<file path="config.mk">
export PLATFORM = sky130hd
export DESIGN_NAME = nand_command_address_sequencer
export DESIGN_NICKNAME = d
export VERILOG_FILES = /design/src/sv/nacs_pkg.sv /design/src/sv/nacs_front.sv /design/src/sv/nacs_queue.sv /design/src/sv/nacs_back.sv /design/src/sv/nand_command_address_sequencer.sv
export SDC_FILE = /design/constraint.sdc
export NUM_CORES = 1
export LEC_CHECK = 0
export BUFFER_PORTS_ARGS = -buffer_cell sky130_fd_sc_hd__clkbuf_2
export CORE_MARGIN = 8
export CORE_UTILIZATION = 50
export DETAILED_ROUTE_END_ITERATION = 10
export GPL_TIMING_DRIVEN = 0
export PLACE_DENSITY = 0.72
export SETUP_SLACK_MARGIN = 0.02
export SLEW_MARGIN = 20
export SYNTH_ARGS = -nofsm -noshare
export SYNTH_HDL_FRONTEND = slang
export SYNTH_SLANG_ARGS = --single-unit
</file>
<file path="constraint.sdc">
create_clock -name clk -period 4.45 [get_ports clk]
set_input_delay 0.89 -clock clk [delete_from_list [all_inputs] [get_ports clk]]
set_output_delay 0.89 -clock clk [all_outputs]
set_load 0.05 [all_outputs]
</file>
<file path="src/sv/nacs_pkg.sv">
package nacs_pkg;

  localparam int unsigned ADDR_W = 40;

  // request codes
  localparam logic [3:0] OP_READ_BEGIN     = 4'd0;
  localparam logic [3:0] OP_READ_ADDRESS   = 4'd1;
  localparam logic [3:0] OP_PAGE_DONE      = 4'd2;
  localparam logic [3:0] OP_PROGRAM        = 4'd3;
  localparam logic [3:0] OP_PROGRAM_CONFIRM = 4'd4;
  localparam logic [3:0] OP_ERASE          = 4'd5;
  localparam logic [3:0] OP_STATUS         = 4'd6;
  localparam logic [3:0] OP_RESET          = 4'd7;
  localparam logic [3:0] OP_READ_ID        = 4'd8;

  // result kinds
  localparam logic [1:0] KIND_CMD     = 2'd0;
  localparam logic [1:0] KIND_ADDR    = 2'd1;
  localparam logic [1:0] KIND_VERDICT = 2'd2;

  // status verdicts
  localparam logic [1:0] VERDICT_OK        = 2'd0;
  localparam logic [1:0] VERDICT_NOT_READY = 2'd1;
  localparam logic [1:0] VERDICT_FAILED    = 2'd2;

  // NAND command bytes
  localparam logic [7:0] CMD_RESET         = 8'hFF;
  localparam logic [7:0] CMD_READ_ID       = 8'h90;
  localparam logic [7:0] CMD_READ_STATUS   = 8'h70;
  localparam logic [7:0] CMD_READ_SETUP    = 8'h00;
  localparam logic [7:0] CMD_READ_START    = 8'h30;
  localparam logic [7:0] CMD_PROGRAM       = 8'h80;
  localparam logic [7:0] CMD_PROGRAM_CONF  = 8'h10;
  localparam logic [7:0] CMD_ERASE         = 8'h60;
  localparam logic [7:0] CMD_ERASE_CONF    = 8'hD0;

  // register indexes
  localparam logic [2:0] REG_COLUMN_TOP_BIT = 3'd0;
  localparam logic [2:0] REG_ROW_SHIFT      = 3'd1;
  localparam logic [2:0] REG_COLUMN_BYTES   = 3'd2;
  localparam logic [2:0] REG_ROW_BYTES      = 3'd3;
  localparam logic [2:0] REG_KEEP_ADDRESS   = 3'd4;

  // register reset values
  localparam logic [3:0] RST_COLUMN_TOP_BIT = 4'd11;
  localparam logic [4:0] RST_ROW_SHIFT      = 5'd12;
  localparam logic [1:0] RST_COLUMN_BYTES   = 2'd2;
  localparam logic [1:0] RST_ROW_BYTES      = 2'd3;
  localparam logic       RST_KEEP_ADDRESS   = 1'b0;

  typedef struct packed {
    logic [3:0] column_top_bit;
    logic [4:0] row_shift;
    logic [1:0] column_bytes;
    logic [1:0] row_bytes;
    logic       keep_address;
  } cfg_t;

  typedef struct packed {
    logic [1:0] kind;
    logic [7:0] bus_byte;
    logic [1:0] verdict;
  } ent_t;

  // one request's run: head entry, address bytes (LSB first), optional tail
  typedef struct packed {
    ent_t              head;
    logic [2:0]        addr_cnt;
    logic [ADDR_W-1:0] addr_word;
    logic              has_tail;
    ent_t              tail;
  } desc_t;

  typedef enum logic [1:0] {
    PH_IDLE,
    PH_HEAD,
    PH_ADDR,
    PH_TAIL
  } phase_t;

  function automatic ent_t mk_ent(input logic [1:0] kind, input logic [7:0] bus_byte,
                                  input logic [1:0] verdict);
    ent_t e;
    e.kind     = kind;
    e.bus_byte = bus_byte;
    e.verdict  = verdict;
    return e;
  endfunction

endpackage

</file>
<file path="src/sv/nacs_front.sv">
module nacs_front (
  input  logic                    clk,
  input  logic                    rst_n,
  input  nacs_pkg::cfg_t          cfg,
  input  logic                    in_push,
  output logic                    in_full,
  input  logic [3:0]              in_opcode,
  input  logic [39:0]             in_byte_address,
  input  logic [7:0]              in_status_byte,
  input  logic                    in_device_ready,
  input  logic                    q_full,
  output logic                    q_push,
  output nacs_pkg::desc_t         q_desc
);

  logic        accept;
  logic        loaded_r;
  logic        loaded_nxt;
  logic        loaded_new;
  logic        has_run;
  logic [4:0]  col_lsb;
  logic [4:0]  half_w;
  logic [1:0]  col_cnt;
  logic [2:0]  full_cnt;
  logic [39:0] col_mask;
  logic [39:0] row_part;
  logic [39:0] addr_word;
  logic [39:0] off_src;
  logic [7:0]  off_mask;
  logic [7:0]  half_off;

  assign in_full = q_full;
  assign accept  = in_push && !q_full;

  // address assembly
  assign col_lsb   = {1'b0, cfg.column_top_bit} + 5'd1;
  assign col_cnt   = (cfg.column_bytes == 2'd3) ? 2'd2 : cfg.column_bytes;
  assign full_cnt  = {1'b0, col_cnt} + {1'b0, cfg.row_bytes};
  assign col_mask  = ~({40{1'b1}} << col_lsb);
  assign row_part  = in_byte_address >> cfg.row_shift;
  assign addr_word = (in_byte_address & col_mask) | (row_part << {col_cnt, 3'b000});

  // half-page offset sits between the column and row fields
  assign half_w   = cfg.row_shift - col_lsb;
  assign off_src  = in_byte_address >> col_lsb;
  assign off_mask = (half_w >= 5'd8) ? 8'hFF : ~(8'hFF << half_w);
  assign half_off = (cfg.row_shift > col_lsb) ? (off_src[7:0] & off_mask) : 8'h00;

  always_comb begin
    has_run    = 1'b0;
    loaded_new = loaded_r;
    q_desc     = '0;
    case (in_opcode)
      nacs_pkg::OP_READ_BEGIN: begin
        loaded_new = 1'b0;
      end
      nacs_pkg::OP_READ_ADDRESS: begin
        if (!loaded_r) begin
          has_run          = 1'b1;
          q_desc.head      = nacs_pkg::mk_ent(nacs_pkg::KIND_CMD,
                               nacs_pkg::CMD_READ_SETUP | half_off, nacs_pkg::VERDICT_OK);
          q_desc.addr_cnt  = full_cnt;
          q_desc.addr_word = addr_word;
          q_desc.has_tail  = 1'b1;
          q_desc.tail      = nacs_pkg::mk_ent(nacs_pkg::KIND_CMD,
                               nacs_pkg::CMD_READ_START, nacs_pkg::VERDICT_OK);
          loaded_new       = 1'b1;
        end
      end
      nacs_pkg::OP_PAGE_DONE: begin
        if (!cfg.keep_address) begin
          loaded_new = 1'b0;
        end
      end
      nacs_pkg::OP_PROGRAM: begin
        has_run          = 1'b1;
        q_desc.head      = nacs_pkg::mk_ent(nacs_pkg::KIND_CMD,
                             nacs_pkg::CMD_PROGRAM, nacs_pkg::VERDICT_OK);
        q_desc.addr_cnt  = full_cnt;
        q_desc.addr_word = addr_word;
      end
      nacs_pkg::OP_PROGRAM_CONFIRM: begin
        has_run     = 1'b1;
        q_desc.head = nacs_pkg::mk_ent(nacs_pkg::KIND_CMD,
                        nacs_pkg::CMD_PROGRAM_CONF, nacs_pkg::VERDICT_OK);
      end
      nacs_pkg::OP_ERASE: begin
        has_run          = 1'b1;
        q_desc.head      = nacs_pkg::mk_ent(nacs_pkg::KIND_CMD,
                             nacs_pkg::CMD_ERASE, nacs_pkg::VERDICT_OK);
        q_desc.addr_cnt  = {1'b0, cfg.row_bytes};
        q_desc.addr_word = row_part;
        q_desc.has_tail  = 1'b1;
        q_desc.tail      = nacs_pkg::mk_ent(nacs_pkg::KIND_CMD,
                             nacs_pkg::CMD_ERASE_CONF, nacs_pkg::VERDICT_OK);
      end
      nacs_pkg::OP_STATUS: begin
        has_run = 1'b1;
        if (in_device_ready) begin
          q_desc.head     = nacs_pkg::mk_ent(nacs_pkg::KIND_CMD,
                              nacs_pkg::CMD_READ_STATUS, nacs_pkg::VERDICT_OK);
          q_desc.has_tail = 1'b1;
          q_desc.tail     = nacs_pkg::mk_ent(nacs_pkg::KIND_VERDICT, 8'h00,
                              in_status_byte[0] ? nacs_pkg::VERDICT_FAILED
                                                : nacs_pkg::VERDICT_OK);
        end else begin
          q_desc.head = nacs_pkg::mk_ent(nacs_pkg::KIND_VERDICT, 8'h00,
                          nacs_pkg::VERDICT_NOT_READY);
        end
      end
      nacs_pkg::OP_RESET: begin
        has_run     = 1'b1;
        q_desc.head = nacs_pkg::mk_ent(nacs_pkg::KIND_CMD,
                        nacs_pkg::CMD_RESET, nacs_pkg::VERDICT_OK);
      end
      nacs_pkg::OP_READ_ID: begin
        has_run         = 1'b1;
        q_desc.head     = nacs_pkg::mk_ent(nacs_pkg::KIND_CMD,
                            nacs_pkg::CMD_READ_ID, nacs_pkg::VERDICT_OK);
        q_desc.addr_cnt = 3'd1;
      end
      default: begin
      end
    endcase
  end

  assign q_push     = accept && has_run;
  assign loaded_nxt = accept ? loaded_new : loaded_r;

  always_ff @(posedge clk) begin
    if (!rst_n) begin
      loaded_r <= 1'b0;
    end else begin
      loaded_r <= loaded_nxt;
    end
  end

endmodule

</file>
<file path="src/sv/nacs_queue.sv">
module nacs_queue #(
  parameter int unsigned DEPTH = 2
) (
  input  logic            clk,
  input  logic            rst_n,
  input  logic            push,
  input  nacs_pkg::desc_t push_data,
  output logic            full,
  input  logic            pop,
  output nacs_pkg::desc_t pop_data,
  output logic            empty
);

  localparam int unsigned PtrW = (DEPTH > 1) ? $clog2(DEPTH) : 1;
  localparam int unsigned CntW = $clog2(DEPTH + 1);

  nacs_pkg::desc_t entries [DEPTH];
  logic [PtrW-1:0] wr_ptr_r;
  logic [PtrW-1:0] wr_ptr_nxt;
  logic [PtrW-1:0] rd_ptr_r;
  logic [PtrW-1:0] rd_ptr_nxt;
  logic [CntW-1:0] count_r;
  logic [CntW-1:0] count_nxt;
  logic            do_push;
  logic            do_pop;

  assign full     = (count_r == CntW'(DEPTH));
  assign empty    = (count_r == '0);
  assign do_push  = push && !full;
  assign do_pop   = pop && !empty;
  assign pop_data = entries[rd_ptr_r];

  always_comb begin
    wr_ptr_nxt = wr_ptr_r;
    rd_ptr_nxt = rd_ptr_r;
    count_nxt  = count_r;
    if (do_push) begin
      wr_ptr_nxt = (wr_ptr_r == PtrW'(DEPTH - 1)) ? '0 : wr_ptr_r + 1'b1;
    end
    if (do_pop) begin
      rd_ptr_nxt = (rd_ptr_r == PtrW'(DEPTH - 1)) ? '0 : rd_ptr_r + 1'b1;
    end
    if (do_push && !do_pop) begin
      count_nxt = count_r + 1'b1;
    end else if (do_pop && !do_push) begin
      count_nxt = count_r - 1'b1;
    end
  end

  always_ff @(posedge clk) begin
    if (!rst_n) begin
      wr_ptr_r <= '0;
      rd_ptr_r <= '0;
      count_r  <= '0;
    end else begin
      wr_ptr_r <= wr_ptr_nxt;
      rd_ptr_r <= rd_ptr_nxt;
      count_r  <= count_nxt;
    end
  end

  always_ff @(posedge clk) begin
    if (do_push) begin
      entries[wr_ptr_r] <= push_data;
    end
  end

endmodule

</file>
<file path="src/sv/nacs_back.sv">
module nacs_back (
  input  logic            clk,
  input  logic            rst_n,
  input  logic            q_empty,
  input  nacs_pkg::desc_t q_data,
  output logic            q_pop,
  output logic            out_empty,
  input  logic            out_pop,
  output logic [1:0]      out_cycle_kind,
  output logic [7:0]      out_bus_byte,
  output logic [1:0]      out_verdict,
  output logic            out_last
);

  nacs_pkg::phase_t phase_r;
  nacs_pkg::phase_t phase_nxt;
  nacs_pkg::desc_t  cur_r;
  nacs_pkg::desc_t  cur_nxt;
  nacs_pkg::ent_t   emit;
  nacs_pkg::ent_t   out_ent_r;
  nacs_pkg::ent_t   out_ent_nxt;
  logic             emit_last;
  logic             out_valid_r;
  logic             out_valid_nxt;
  logic             out_last_r;
  logic             out_last_nxt;
  logic             out_load;
  logic             fire;

  // output register takes a new item when empty or being drained
  assign out_load = !out_valid_r || out_pop;
  assign fire     = out_load && (phase_r != nacs_pkg::PH_IDLE);

  always_comb begin
    emit      = '0;
    emit_last = 1'b0;
    case (phase_r)
      nacs_pkg::PH_HEAD: begin
        emit      = cur_r.head;
        emit_last = (cur_r.addr_cnt == 3'd0) && !cur_r.has_tail;
      end
      nacs_pkg::PH_ADDR: begin
        emit      = nacs_pkg::mk_ent(nacs_pkg::KIND_ADDR, cur_r.addr_word[7:0],
                                     nacs_pkg::VERDICT_OK);
        emit_last = (cur_r.addr_cnt == 3'd1) && !cur_r.has_tail;
      end
      nacs_pkg::PH_TAIL: begin
        emit      = cur_r.tail;
        emit_last = 1'b1;
      end
      default: begin
      end
    endcase
  end

  always_comb begin
    phase_nxt = phase_r;
    cur_nxt   = cur_r;
    q_pop     = 1'b0;
    if (fire) begin
      case (phase_r)
        nacs_pkg::PH_HEAD: begin
          phase_nxt = (cur_r.addr_cnt != 3'd0) ? nacs_pkg::PH_ADDR : nacs_pkg::PH_TAIL;
        end
        nacs_pkg::PH_ADDR: begin
          cur_nxt.addr_word = cur_r.addr_word >> 8;
          cur_nxt.addr_cnt  = cur_r.addr_cnt - 3'd1;
          phase_nxt = (cur_r.addr_cnt == 3'd1) ? nacs_pkg::PH_TAIL : nacs_pkg::PH_ADDR;
        end
        default: begin
        end
      endcase
    end
    // fetch the next run in the cycle the current one ends, so runs abut
    if ((phase_r == nacs_pkg::PH_IDLE) || (fire && emit_last)) begin
      if (!q_empty) begin
        q_pop     = 1'b1;
        cur_nxt   = q_data;
        phase_nxt = nacs_pkg::PH_HEAD;
      end else begin
        phase_nxt = nacs_pkg::PH_IDLE;
      end
    end
  end

  always_comb begin
    out_valid_nxt = out_valid_r;
    out_ent_nxt   = out_ent_r;
    out_last_nxt  = out_last_r;
    if (out_load) begin
      out_valid_nxt = fire;
      out_ent_nxt   = emit;
      out_last_nxt  = emit_last;
    end
  end

  always_ff @(posedge clk) begin
    if (!rst_n) begin
      phase_r     <= nacs_pkg::PH_IDLE;
      out_valid_r <= 1'b0;
    end else begin
      phase_r     <= phase_nxt;
      out_valid_r <= out_valid_nxt;
    end
  end

  always_ff @(posedge clk) begin
    cur_r      <= cur_nxt;
    out_ent_r  <= out_ent_nxt;
    out_last_r <= out_last_nxt;
  end

  assign out_empty      = !out_valid_r;
  assign out_cycle_kind = out_ent_r.kind;
  assign out_bus_byte   = out_ent_r.bus_byte;
  assign out_verdict    = out_ent_r.verdict;
  assign out_last       = out_last_r;

endmodule

</file>
<file path="src/sv/nand_command_address_sequencer.sv">
// NAND command/address sequencer. Each request pushed on the input queue is
// decoded in its accept cycle into a run descriptor (head command or status
// verdict, up to five address bytes, optional tail command or status verdict)
// and parked in a QUEUE_DEPTH-entry descriptor queue; the back end plays runs
// out one result per cycle into a single registered output slot, stalling while
// that slot is full and not popped. A request yields 1 to 7 results; runs abut
// with no gap. Requests with no results (read begin, page done, a read address
// while one is loaded, unused codes) never reach the queue. The input side
// keeps accepting until the descriptor queue is full. Configuration is read
// when a request is accepted, so it must be written while the block is idle.
module nand_command_address_sequencer #(
  parameter int unsigned QUEUE_DEPTH = 2
) (
  input  logic        clk,
  input  logic        rst_n,
  input  logic        in_push,
  output logic        in_full,
  input  logic [3:0]  in_opcode,
  input  logic [39:0] in_byte_address,
  input  logic [7:0]  in_status_byte,
  input  logic        in_device_ready,
  output logic        out_empty,
  input  logic        out_pop,
  output logic [1:0]  out_cycle_kind,
  output logic [7:0]  out_bus_byte,
  output logic [1:0]  out_verdict,
  output logic        out_last,
  input  logic        psel,
  input  logic        penable,
  input  logic        pwrite,
  input  logic [4:0]  paddr,
  input  logic [31:0] pwdata,
  output logic [31:0] prdata,
  output logic        pready
);

  nacs_pkg::cfg_t  cfg_r;
  nacs_pkg::cfg_t  cfg_nxt;
  nacs_pkg::desc_t push_desc;
  nacs_pkg::desc_t pop_desc;
  logic [2:0]      reg_idx;
  logic            reg_wr;
  logic            q_push;
  logic            q_full;
  logic            q_pop;
  logic            q_empty;

  assign pready  = 1'b1;
  assign reg_idx = paddr[4:2];
  assign reg_wr  = psel && penable && pwrite;

  always_comb begin
    cfg_nxt = cfg_r;
    if (reg_wr) begin
      case (reg_idx)
        nacs_pkg::REG_COLUMN_TOP_BIT: cfg_nxt.column_top_bit = pwdata[3:0];
        nacs_pkg::REG_ROW_SHIFT:      cfg_nxt.row_shift      = pwdata[4:0];
        nacs_pkg::REG_COLUMN_BYTES:   cfg_nxt.column_bytes   = pwdata[1:0];
        nacs_pkg::REG_ROW_BYTES:      cfg_nxt.row_bytes      = pwdata[1:0];
        nacs_pkg::REG_KEEP_ADDRESS:   cfg_nxt.keep_address   = pwdata[0];
        default: begin
        end
      endcase
    end
  end

  always_comb begin
    case (reg_idx)
      nacs_pkg::REG_COLUMN_TOP_BIT: prdata = {28'd0, cfg_r.column_top_bit};
      nacs_pkg::REG_ROW_SHIFT:      prdata = {27'd0, cfg_r.row_shift};
      nacs_pkg::REG_COLUMN_BYTES:   prdata = {30'd0, cfg_r.column_bytes};
      nacs_pkg::REG_ROW_BYTES:      prdata = {30'd0, cfg_r.row_bytes};
      nacs_pkg::REG_KEEP_ADDRESS:   prdata = {31'd0, cfg_r.keep_address};
      default:                      prdata = 32'd0;
    endcase
  end

  always_ff @(posedge clk) begin
    if (!rst_n) begin
      cfg_r.column_top_bit <= nacs_pkg::RST_COLUMN_TOP_BIT;
      cfg_r.row_shift      <= nacs_pkg::RST_ROW_SHIFT;
      cfg_r.column_bytes   <= nacs_pkg::RST_COLUMN_BYTES;
      cfg_r.row_bytes      <= nacs_pkg::RST_ROW_BYTES;
      cfg_r.keep_address   <= nacs_pkg::RST_KEEP_ADDRESS;
    end else begin
      cfg_r <= cfg_nxt;
    end
  end

  nacs_front u_front (
    .clk             (clk),
    .rst_n           (rst_n),
    .cfg             (cfg_r),
    .in_push         (in_push),
    .in_full         (in_full),
    .in_opcode       (in_opcode),
    .in_byte_address (in_byte_address),
    .in_status_byte  (in_status_byte),
    .in_device_ready (in_device_ready),
    .q_full          (q_full),
    .q_push          (q_push),
    .q_desc          (push_desc)
  );

  nacs_queue #(
    .DEPTH (QUEUE_DEPTH)
  ) u_queue (
    .clk       (clk),
    .rst_n     (rst_n),
    .push      (q_push),
    .push_data (push_desc),
    .full      (q_full),
    .pop       (q_pop),
    .pop_data  (pop_desc),
    .empty     (q_empty)
  );

  nacs_back u_back (
    .clk            (clk),
    .rst_n          (rst_n),
    .q_empty        (q_empty),
    .q_data         (pop_desc),
    .q_pop          (q_pop),
    .out_empty      (out_empty),
    .out_pop        (out_pop),
    .out_cycle_kind (out_cycle_kind),
    .out_bus_byte   (out_bus_byte),
    .out_verdict    (out_verdict),
    .out_last       (out_last)
  );

  a_reset_drains: assert property (@(posedge clk) !rst_n |=> out_empty)
    else $error("result pending right after reset");

  a_verdict_only_in_status: assert property (@(posedge clk) disable iff (!rst_n)
    (!out_empty && out_cycle_kind != nacs_pkg::KIND_VERDICT) |-> out_verdict == 2'd0)
    else $error("verdict set on a bus cycle");

  a_verdict_ends_run: assert property (@(posedge clk) disable iff (!rst_n)
    (!out_empty && out_cycle_kind == nacs_pkg::KIND_VERDICT) |-> out_last)
    else $error("status verdict not marked last");

  a_verdict_no_byte: assert property (@(posedge clk) disable iff (!rst_n)
    (!out_empty && out_cycle_kind == nacs_pkg::KIND_VERDICT) |-> out_bus_byte == 8'h00)
    else $error("status verdict carries a bus byte");

endmodule
</file>
* After elaboration in Yosys (flattened, before gate mapping)
Memory sizes are Yosys's and may differ from the RTL's. A register that Yosys moved wholly into a read port is not among the register bits.
Index checks and enable logic that the tools add are counted.
** Cells by class
- Shifts and indexed selects :: 5
- Bitwise operators :: 6
- Mux-type cells :: 38
- Div/mod/pow operators :: 0
- Equality and inequality tests :: 19
- Multiply operators :: 0
- $lt $le $gt $ge :: 2
- $add $sub $neg :: 8
- Reduce and logical (&&, ||, !) cells :: 40
** Operators with widths (number)
- $pmux 40 s3 :: 1
- $mux 56 :: 2
- $mux 43 :: 2
- $pmux 12 s7 :: 1
- $mux 66 :: 1
- $and 40x40->40 :: 1
- $not 40->40 :: 1
- $or 40x40->40 :: 1
- $shl 40x5->40 :: 1
- $shl 40x5->40 const A :: 1
- $shr 40x5->40 :: 1
- $shr 40x5->8 :: 1
- $pmux 13 s3 :: 1
- $pmux 12 s3 :: 1
- $pmux 5 s5 :: 1
- $eq 4x3->1 const B :: 4
- $mux 8 :: 2
- $reduce_and 2->1 :: 7
- $mux 1 :: 13
- $mux 13 :: 1
- $logic_and 1x1->1 :: 12
- $mux 12 :: 1
- $mux 2 :: 6
- $pmux 3 s4 :: 1
- 34 further kinds :: 54
** Word-level totals
- ROM bits :: 0
- Memories :: 1
- Output and inout port bits :: 48
- Logic and storage cells :: 143
- Register bits :: 103
- Input bits :: 97
- Latch bits :: 0
- Bits in writable memories :: 136
** Memories
- u_queue.entries :: depth 2, bits a word 68, read ports 1, clocked after memory_dff 1, wr ports 1, RTL line nacs_queue.sv:17 : nacs_pkg::desc_t entries [DEPTH];

* Logic depth before layout (Yosys ltp)
Gate-level depths: netlist of the first run.
- Depth after elaboration :: 10
- Mapped depth :: 14
- Gate-level depth less buffers :: 10

* Hierarchy
Synthesis of the first run repeated with hierarchy kept, for this count alone.
** Unflattened totals
- Cell total of the unflattened synthesis :: 1278
- Area, all modules :: 15263.4 um^2
** By module, submodules not included
- nacs_front :: instances 1, area an instance 5471.5 um^2, seq. area each 20.0 um^2, cells an instance 681
- nacs_queue :: instances 1, area an instance 5217.5 um^2, seq. area each 4184.0 um^2, cells an instance 237
- nacs_back :: instances 1, area an instance 3609.7 um^2, seq. area each 2062.0 um^2, cells an instance 250
- nand_command_address_sequencer :: instances 1, area an instance 964.7 um^2, seq. area each 280.3 um^2, cells an instance 110

* Least setup slack after synthesis of the first run
OpenSTA, ideal clock, no wires.
- Path type :: input -> register
- Start point :: input port in_opcode[0]
- End point :: memory u_queue.entries[0][11] in the netlist's numbering, enable pin
- Buffers on the path :: 1
- Data arrival time :: 4.222 ns
- Data required time :: 3.975 ns
- Setup time :: 0.475 ns
- Slack :: -0.247 ns
- Stages on the path :: 6
- Path through :: clkbuf_1 > nand2b_1 > or3_1 > o21ai_0 > nand3_1 > nor2_1
** On the way
- Word-level cells in the longest chain between the ends :: 7
- Elaborated cells between the ends (all ways) :: 13
- Those cells by class :: eq/ne (7); mux (3); reduce/logical (3)
** RTL lines
- start: declaration :: RTL line nand_command_address_sequencer.sv:18 : input logic [3:0] in_opcode,
- $eq 4x2->1 (tied with other cells) :: RTL line nacs_front.sv:53 : case (in_opcode)
- $reduce_or 6->1 (no source line)
- $pmux 1 s2 * :: RTL line nacs_front.sv:53
- $logic_and 1x1->1 * :: RTL line nacs_front.sv:127 : assign q_push = accept && has_run;
- $logic_and 1x1->1 * :: RTL line nacs_queue.sv:29 : assign do_push = push && !full;
- $mux 1 * :: RTL line nacs_queue.sv:63 : if (do_push) begin
- $mux 1 (implied by the code) * :: RTL line nacs_queue.sv:64 : entries[wr_ptr_r] <= push_data;
- end: declaration :: RTL line nacs_queue.sv:17
Every way passes the cells marked *; elsewhere a longest branch is shown, timed or not.

* Worst setup path in the final report of the first run
- Start point :: register cfg_r[7] in the netlist's numbering
- End point :: output port prdata[2]
** On the way
- Word-level cells in the longest chain between the ends :: 1
** RTL lines
- start: declaration :: RTL line nand_command_address_sequencer.sv:37 : nacs_pkg::cfg_t cfg_r;
- start signal: assignment :: RTL line nand_command_address_sequencer.sv:86 : cfg_r <= cfg_nxt;
- $pmux 5 s5 :: RTL line nand_command_address_sequencer.sv:68 : case (reg_idx)
- end: declaration :: RTL line nand_command_address_sequencer.sv:33 : output logic [31:0] prdata,
Every way passes these cells.

==> results of run 1 <==
-- per-stage QoR --
stage               hold slack, ns  worst slack, ns  instances  TNS [ns]
detailed placement          0.4628           0.4201       1651         0
floorplan                   0.4432           0.7274       1238         0
CTS                         0.4748           0.3179       1688         0
global route                0.4965          0.05714       1688         0
finish                      0.4715           0.2378       1688         0
global placement            0.4534          -0.2599       1648    -20.38
-- layout by cell type, fill, tap and decap left out, types with 49 or more instances in the layout --
| cell | n |
|---|---|
| a21oi_1 | 61 |
| nand2_1 | 89 |
| nor2_1 | 55 |
| mux4_2 | 53 |
| mux2_2 | 53 |
| dfxtp_1 | 66 |
| clkbuf_1 | 69 |
| edfxtp_1 | 144 |
| clkbuf_2 | 75 |
| nor2b_1 | 49 |
| o21ai_0 | 51 |
| mux2i_1 | 109 |
-- path summary, 6_finish.rpt --
path | end | slack (ns) | cells after the start
setup / recovery | prdata[2] | 0.24 | 6
hold / removal | u_back.cur_r[45] | 0.47 | 2
setup reg to reg | u_queue.entries[1][58] | 0.34 | 11
hold reg to reg | u_back.cur_r[45] | 0.47 | 2
-- metal layers --
metal,global-route usage [%],routed length [um],vias up
li1,-,-,4880
met1,35.92,17980,5245
met2,44.12,20100,640
met3,3.391,3669,126
met4,11.07,1829,0
met5,0,0,-
-- where the power goes --
part	internal, mW	switching, mW
logic	0.598	1.07
registers	2.50	0.184
clock network	0.964	0.694
-- sequential cells by signal, indices dropped and copies added, names as in the netlist, named ones only --
signal / flops
u_back.out_valid_r: 1
u_queue.rd_ptr_r: 1
u_back.out_bus_byte: 8
u_queue.wr_ptr_r: 1
u_back.cur_r: 58
cfg_r: 14
u_back.out_last: 1
u_front.loaded_r: 1
u_queue.entries: 116
u_back.out_cycle_kind: 2
u_back.phase_r: 2
u_back.out_verdict: 2
u_queue.count_r: 2
-- critical path, cell delays in order, from the launching register on --
cell      delay, ns
dfxtp_1        0.33
clkbuf_1       0.61
clkbuf_1       0.55
buf_1          0.64
mux2i_1        0.20
nor3_1         0.17
clkbuf_2       0.30
-- logic make-up after synthesis --
group	Yosys count
AO/OA/AOI/OAI	298
AND/OR/NAND/NOR	291
multiplexers	218
flip-flops	210
buffers and inverters	160
adder cells (fa/ha/maj)	20
XOR/XNOR	13
other	2
-- area by class of cell --
class | count | area share (%)
Clock buffer | 29 | 3.850
Multi-Input combinational cell | 868 | 46.80
Clock inverter | 8 | 0.4771
Timing Repair Buffer | 78 | 2.963
Inverter | 29 | 0.7282
Buffer | 131 | 4.612
Sequential cell | 210 | 37.76
Tap cell | 335 | 2.804
==> flow_summary.json, run 1 <==
{
  "synth_area_per_cell_um2": 11.00,
  "hpwl_um": 33450,
  "yosys_warnings": 0,
  "nets": 1454,
  "gp_congestion": 1.011,
  "synth_most_common_cell": "edfxtp_1",
  "cts_sinks": 210,
  "overflow": 0,
  "n_antenna_cell": 0,
  "synth_edf_count": 144,
  "hold_viol_final": 0,
  "area_delta_synth_final_pct": 12.12,
  "slew_violations": 0,
  "post-route-util_pct": 57.21,
  "timing.final.crit_share_pct": 94.66,
  "leakagePower_nw": 5.901,
  "place_area_um2": 14300,
  "synth_top_area_share_pct": 32.43,
  "max-vdd-ir-drop_uv": 233.0,
  "drv_cap": 0,
  "ys_seq_area_share_pct": 42.34,
  "grt_pass1_wl_um": 65550,
  "grt_max_degree": 54,
  "outcome": "finished clean",
  "first_pass_iters": 5,
  "cp-startpoint": "cfg_r[7]",
  "setup_viol": 0,
  "synth-compound-area-share_pct": 15.72,
  "final_layout_size_suffix_gt1_share_pct": 20.92,
  "yosysUniqueCellTypes": 71,
  "slew_headroom_pct": 35.10,
  "port-buffer-count": 75,
  "synthFlopType": "edfxtp_1",
  "fillerInstances": 2281,
  "drc": 0,
  "required_ns": 3.56,
  "synthAdderAreaFrac_pct": 1.952,
  "synth_xor_area_share_pct": 0.9572,
  "core_area_um2": 26130,
  "critical_path.max_fanout": 10,
  "yosys.area_share.simple_pct": 10.78,
  "hp-class": "reg -> reg",
  "multi_input_area_um2": 6997,
  "fp.dieH_um": 179.3,
  "worst_slew_pin_slew_ns": 0.9646,
  "wire_per_inst_um": 25.82,
  "synth_top_cell_by_area": "edfxtp_1",
  "power_mw": 6.011,
  "max_freq_ghz": 0.2374,
  "arrival_ns": 3.32,
  "critical_path_class": "reg -> out",
  "track_usage_pct": 26.99,
  "htree_levels": 1,
  "vias_per_cell": 6.452,
  "synth_cells": 1212,
  "cts.repair.resized": 0,
  "route.vias.total": 10890,
  "cts_setup_buffers": 0,
  "crit_path_start_kind": "register",
  "cp-end-kind": "primary output",
  "synth-seq-cells": 210,
  "cellPowerDensity_nw_per_um2": 402.1,
  "syn_area_um2": 13330,
  "die_x_um": 179.3,
  "rows": 59,
  "hold_path.startpoint": "u_back.cur_r[45]",
  "cts_buffer_depth": 3,
  "cts_made_buffers": 21,
  "synthTopCellsByCount": "edfxtp_1, mux2i_1, nand2_1, dfxtp_1, clkbuf_1",
  "seq_area_um2": 5645,
  "cts_tree": "built",
  "clkLatencyLatePin_ns": 0.50,
  "synth_top_family_by_area": "multiplexers",
  "rsz0062_at_grt": "false",
  "fin_area_um2": 14950,
  "first_global_vias": 10610,
  "clk_pin_slew_ns": 0.06,
  "antenna_found_initial": 0,
  "postRouteAntennaNets": 0,
  "clock_skew_ns": 0.03120,
  "muxShareOfSynthArea_pct": 22.20,
  "min_period_ns": 4.212,
  "drt_iter0_drc": 1124,
  "start_util_pct": 51.02,
  "die_area_um2": 32150,
  "timing.rr.start": "cfg_r[10]",
  "hold_buffers": 0,
  "async_flop_share_pct": 0,
  "routed_wl_um": 43590,
  "synth_area_leaders": "edfxtp_1, dfxtp_1, mux4_2",
  "root_buffer": "clkbuf_16",
  "pin_count": 145
}
Power figures use the tool's default switching activity.
==> run 2: changes to the inputs <==
--- a/config.mk
+++ b/config.mk
@@ -5,12 +5,13 @@
 export SDC_FILE = /design/constraint.sdc
 export NUM_CORES = 1
 export LEC_CHECK = 0
+export ABC_AREA = 1
 export BUFFER_PORTS_ARGS = -buffer_cell sky130_fd_sc_hd__clkbuf_2
 export CORE_MARGIN = 8
 export CORE_UTILIZATION = 50
 export DETAILED_ROUTE_END_ITERATION = 10
 export GPL_TIMING_DRIVEN = 0
-export PLACE_DENSITY = 0.72
+export PLACE_DENSITY = 0.73
 export SETUP_SLACK_MARGIN = 0.02
 export SLEW_MARGIN = 20
 export SYNTH_ARGS = -nofsm -noshare
==> flow_summary.json, run 2 <==
{
  "outcome": "finished clean",
  "place_area_um2": 13750,
  "track_usage_pct": 27.26,
  "yosys_warnings": 0,
  "die_area_um2": 30830,
  "pre_cts_slack_ns": 1.257,
  "hold_path.startpoint": "u_queue.rd_ptr_r",
  "area_delta_synth_final_pct": 13.96,
  "critical_path.max_fanout": 10,
  "antenna_found_initial": 0,
  "crit_path_max_incr_delay_ns": 0.55,
  "vias_per_cell": 5.751,
  "yosysUniqueCellTypes": 50,
  "pin_count": 145,
  "min_period_ns": 3.324,
  "synth_area_per_cell_um2": 7.377,
  "postLayoutSetupSlackWorst_ns": 1.126,
  "nets": 1974,
  "port-buffer-count": 80,
  "hold_viol_final": 0,
  "synth_top_cell_by_area": "edfxtp_1",
  "holdPathEnd": "u_queue.rd_ptr_r",
  "slowest_stage": "buf_1",
  "worst_slew_pin_slew_ns": 0.7241,
  "clkLatencyLatePin_ns": 0.50,
  "cts.repair.resized": 0,
  "crit_path_start_kind": "register",
  "slew_headroom_pct": 51.73,
  "hp-class": "reg -> reg",
  "syn_area_um2": 12730,
  "mostFrequentLayoutCells": "nand2_1, nand3_1, edfxtp_1",
  "timing.final.crit_share_pct": 74.69,
  "synth_most_common_cell": "nand2_1",
  "hold_buffers": 0,
  "ys_seq_area_share_pct": 44.34,
  "synth_top_area_share_pct": 33.96,
  "htree_levels": 1,
  "leakagePower_nw": 6.528,
  "die_x_um": 175.6,
  "timing.rr.start": "cfg_r[10]",
  "cts_sinks": 210,
  "rr_endpoint": "u_queue.entries[1][59]",
  "required_ns": 3.56,
  "drc": 0,
  "largest_registers": "u_queue.entries: 116 flops, u_back.cur_r: 58 flops, cfg_r: 14 flops",
  "synth_edf_count": 144,
  "synthTopCellsByCount": "nand2_1, nand3_1, edfxtp_1, nor2_1, inv_1",
  "crit_chain": "clkbuf_1 -> buf_1 -> nand2_1 -> o2111ai_1 -> clkbuf_2",
  "cp-end-kind": "primary output",
  "r2r_slack_ns": 1.41,
  "final_layout_size_suffix_gt1_share_pct": 11.74,
  "fillerInstances": 2421,
  "fp.dieH_um": 175.6,
  "wire_per_inst_um": 19.64,
  "arrival_ns": 2.43,
  "cts_setup_buffers": 0,
  "place_inst": 2166,
  "root_buffer": "clkbuf_16",
  "overflow": 0,
  "core_area_um2": 25110,
  "slew_violations": 0,
  "grt_pass1_wl_um": 66480,
  "drt_iter0_drc": 1072,
  "grt_max_degree": 27,
  "clock_skew_ns": 0.02027,
  "rows": 58,
  "routed_wl_um": 43280,
  "gp_congestion": 1.022,
  "rsz0062_at_grt": "false",
  "cts_buffer_depth": 3,
  "route.vias.total": 12680,
  "drv_cap": 0,
  "first_pass_iters": 5,
  "post-route-util_pct": 57.79,
  "max_freq_ghz": 0.3009,
  "final_cells": 2204,
  "postRouteAntennaNets": 0,
  "async_flop_share_pct": 0,
  "n_antenna_cell": 0,
  "synthFlopType": "edfxtp_1",
  "max-vdd-ir-drop_uv": 374.5,
  "synth-seq-cells": 210,
  "fin_area_um2": 14510,
  "r2r_cells": 14,
  "critical_path_class": "reg -> out",
  "hold_depth": 1,
  "largest_reg_flops": 116,
  "cts_tree": "built",
  "holdWs_ns": 0.4666,
  "first_global_vias": 12180,
  "layout_commonest_cell": "nand2_1",
  "synth_cells": 1726,
  "cts_made_buffers": 21,
  "clk_pin_slew_ns": 0.06,
  "start_util_pct": 50.71,
  "cellPowerDensity_nw_per_um2": 456.1,
  "hpwl_um": 34190,
  "largest_register": "u_queue.entries",
  "synth_area_leaders": "edfxtp_1, nand2_1, nand3_1",
  "setup_viol": 0
}
==> run 2: layout make-up <==
class                           instances  area [um^2]  share of cell area (%)
Inverter                              100        382.9                   2.638
Clock buffer                           25        560.5                   3.863
Multi-Input combinational cell       1316         6167                   42.50
Timing Repair Buffer                   84        495.5                   3.414
Sequential cell                       210         5645                   38.90
Clock inverter                         13        196.4                   1.354
Tap cell                              330        412.9                   2.845
Buffer                                126        650.6                   4.484
==> run 2: critical path, delay by kind of cell, from the launching register on <==
kind,cells,cell delay [ns]
flip-flops,1,0.37
AO/OA/AOI/OAI,1,0.12
AND/OR/NAND/NOR,1,0.12
buffers and inverters,3,1.32
==> run 2: how the worst max path moves through the flow <==
| stage | startpoint | end | slack (ns) |
|---|---|---|---|
| 3_3_place_gp | in_opcode[0] | u_queue.entries[1][46] | -0.11 |
| 5_1_grt | cfg_r[4] | prdata[1] | 1.02 |
| 4_1_cts | cfg_r[4] | prdata[1] | 1.14 |
| 3_5_place_dp | out_pop | u_queue.count_r[1] | 1.26 |
| 2_1_floorplan | in_opcode[2] | u_queue.entries[1][11] | 0.91 |
| 6_report | cfg_r[4] | prdata[1] | 1.13 |
==> run 2: cells by family (layout without fill, tap and decap cells) <==
group / count (synthesis) / in the layout / synth area share [%]
fa+ha+maj: 18 / 18 / 1.887
flops: 210 / 210 / 44.34
other cells: 2 / 28 / 0.05898
buf+inv: 226 / 348 / 8.116
compound gates: 220 / 220 / 10.09
xor+xnor: 3 / 3 / 0.2654
mux: 12 / 12 / 0.9433
simple gates: 1035 / 1035 / 34.30
==> run 2: power breakdown <==
part | switching, mW | leakage, nW | total (mW) | internal [mW]
registers | 0.185 | 1.93 | 2.75 | 2.56
clock network | 0.714 | 0.373 | 1.91 | 1.19
logic | 1.39 | 4.22 | 1.96 | 0.573
==> run 2: per-stage QoR <==
stage               setup TNS (ns)  total power, mW
CTS                              0            6.626
detailed placement               0            4.718
global route                     0            6.949
floorplan                        0            4.123
global placement            -10.31            4.644
finish                           0            6.619
==> run 2: routing by layer <==
layer / up-vias / GRT usage [%] / share of wire, %
met1: 5847 / 35.18 / 42
met4: 0 / 11.37 / 4.1
li1: 6074 / - / -
met2: 655 / 45.56 / 46
met3: 99 / 3.371 / 7.7
met5: - / 0 / 0
==> run 3: changes to the inputs <==
==> constraint.sdc (replaced) <==
create_clock -name clk -period 2.8 [get_ports clk]
set_input_delay 0.56 -clock clk [delete_from_list [all_inputs] [get_ports clk]]
set_output_delay 0.56 -clock clk [all_outputs]
set_load 0.05 [all_outputs]
==> flow_summary.json, run 3 (synthesis results as in run 2) <==
{
  "outcome": "finished clean",
  "clk_pin_slew_ns": 0.06,
  "port-buffer-count": 80,
  "layout_commonest_cell": "nand2_1",
  "timing.rr.start": "cfg_r[6]",
  "final_layout_size_suffix_gt1_share_pct": 12.17,
  "postLayoutSetupSlackWorst_ns": 0.06190,
  "r2r_slack_ns": 0.06,
  "power_mw": 10.57,
  "holdPathEnd": "cfg_r[7]",
  "pin_count": 145,
  "postRouteAntennaNets": 0,
  "vias_per_cell": 5.739,
  "slowest_stage": "dfxtp_1",
  "max-vdd-ir-drop_uv": 597.2,
  "cts_setup_buffers": 0,
  "drt_iter0_drc": 1096,
  "start_util_pct": 50.71,
  "wire_per_inst_um": 19.67,
  "antenna_found_initial": 0,
  "n_antenna_cell": 0,
  "cts_sinks": 210,
  "hold_path.startpoint": "pwdata[2]",
  "die_area_um2": 30830,
  "cts_buffer_depth": 3,
  "largest_register": "u_queue.entries",
  "drv_cap": 0,
  "route.vias.total": 12640,
  "clock_skew_ns": 0.02068,
  "fillerInstances": 2414,
  "root_buffer": "clkbuf_16",
  "crit_path_start_kind": "register",
  "grt_use_met1_pct": 35.14,
  "r2r_cells": 11,
  "max_freq_ghz": 0.3652,
  "routed_wl_um": 43340,
  "rsz0062_at_grt": "true",
  "hold_depth": 3,
  "place_inst": 2166,
  "grt_pass1_wl_um": 66490,
  "cellPowerDensity_nw_per_um2": 726.5,
  "mostFrequentLayoutCells": "nand2_1, nand3_1, edfxtp_1",
  "area_delta_synth_final_pct": 14.26,
  "largest_registers": "u_queue.entries: 116 flops, u_back.cur_r: 58 flops, cfg_r: 14 flops",
  "grtUsageMet2_pct": 45.33,
  "crit_chain": "clkbuf_1 -> buf_2 -> nand3_1 -> nand3_1 -> nand2_1 -> o21ai_1 -> nand2_1 -> nand3_1 -> nand3_1 -> nand2_1 -> nand2_1",
  "gp_congestion": 1.022,
  "die_x_um": 175.6,
  "critical_path_class": "reg -> reg",
  "drc": 0,
  "hp-class": "in -> reg",
  "grt_max_degree": 27,
  "cp-end-kind": "register",
  "rows": 58,
  "first_global_vias": 12190,
  "final_cells": 2203,
  "largest_reg_flops": 116,
  "use_met3_pct": 3.393,
  "pre_cts_slack_ns": -0.1489,
  "finalSetupTns_ns": 0,
  "slew_violations": 0,
  "track_usage_pct": 27.26,
  "required_ns": 3.02,
  "timing.final.crit_share_pct": 97.79,
  "crit_path_max_incr_delay_ns": 0.39,
  "cts_made_buffers": 21,
  "critical_path.max_fanout": 10,
  "slew_headroom_pct": 53.16,
  "arrival_ns": 2.95,
  "hpwl_um": 34190,
  "htree_levels": 1,
  "busiest_layer": "met2",
  "clkLatencyLatePin_ns": 0.50,
  "hold_viol_final": 0,
  "setup_viol": 0,
  "first_pass_iters": 6,
  "leakagePower_nw": 6.550,
  "fp.dieH_um": 175.6,
  "worst_slew_pin_slew_ns": 0.7000,
  "core_area_um2": 25110,
  "overflow": 0,
  "rr_endpoint": "u_queue.entries[1][34]",
  "min_period_ns": 2.738,
  "cts_tree": "built",
  "nets": 1973
}
[run 3: cell count changes in the layout (fill, tap and decap cells not counted), moves of 2 or more]
| cell | before | now |
|---|---|---|
| clkbuf_1 | 42 | 38 |
| clkbuf_2 | 80 | 83 |
| nor2_4 | 4 | 6 |
| nor2_2 | 7 | 5 |
| buf_1 | 16 | 14 |
[run 3: repair_timing]
action                                  4_1_cts  5_1_grt
hold buffers                                  0        0
endpoints found under the setup margin       18       24
pin swaps                                     0        0
gates resized for setup                       2       16
[run 3: how the worst max path moves through the flow]
stage,from,slack [ns],depth (start not counted),end
5_1_grt,u_back.phase_r[0],-0.04,15,u_queue.count_r[1]
6_report,cfg_r[6],0.06,11,u_queue.entries[1][34]
3_5_place_dp,cfg_r[10],-0.15,14,u_queue.entries[0][59]
2_1_floorplan,in_opcode[2],-0.41,7,u_queue.entries[1][11]
4_1_cts,cfg_r[4],0.02,5,prdata[1]
3_3_place_gp,in_opcode[0],-1.43,9,u_queue.entries[1][46]
[run 3: layer usage]
layer,wire length [um],up-vias,share of wire (%)
met2,20020,636,46
met5,0,-,0
met3,3363,95,7.8
met1,18190,5846,42
met4,1769,0,4.1
li1,-,6067,-
[run 3: cell type report]
| cell class | count | area [um^2] | area share, % |
|---|---|---|---|
| multi-input combinational | 1316 | 6193 | 42.57 |
| sequential | 210 | 5645 | 38.80 |
| buffer | 125 | 661.9 | 4.549 |
| clock buffer | 25 | 560.5 | 3.853 |
| timing repair buffer | 84 | 495.5 | 3.406 |
| tap | 330 | 412.9 | 2.838 |
| inverter | 100 | 382.9 | 2.632 |
| clock inverter | 13 | 196.4 | 1.350 |
[run 3: per-stage QoR]
stage / hold WS, ns / util [%] / cell area [um^2]
after floorplan: 0.4315 / - / 12840
after global placement: 0.4440 / 54.36 / 13650
after detailed placement: 0.4536 / 54.78 / 13750
after CTS: 0.2859 / 57.79 / 14510
after global routing: 0.3055 / 57.94 / 14550
final: 0.2936 / 57.94 / 14550
[run 3: worst max-delay path: cells and delay by family, from the launching register on]
kind                   cells  cell delay [ns]
buffers and inverters      2             0.67
flip-flops                 1             0.39
AO/OA/AOI/OAI              1             0.29
AND/OR/NAND/NOR            8             1.10
[run 3: report_power, final]
| part | internal [mW] | switching [mW] | total, mW |
|---|---|---|---|
| Clock | 1.90 | 1.14 | 3.04 |
| Combinational | 0.929 | 2.23 | 3.16 |
| Sequential | 4.07 | 0.298 | 4.37 |
| Total | 6.90 | 3.67 | 10.6 |
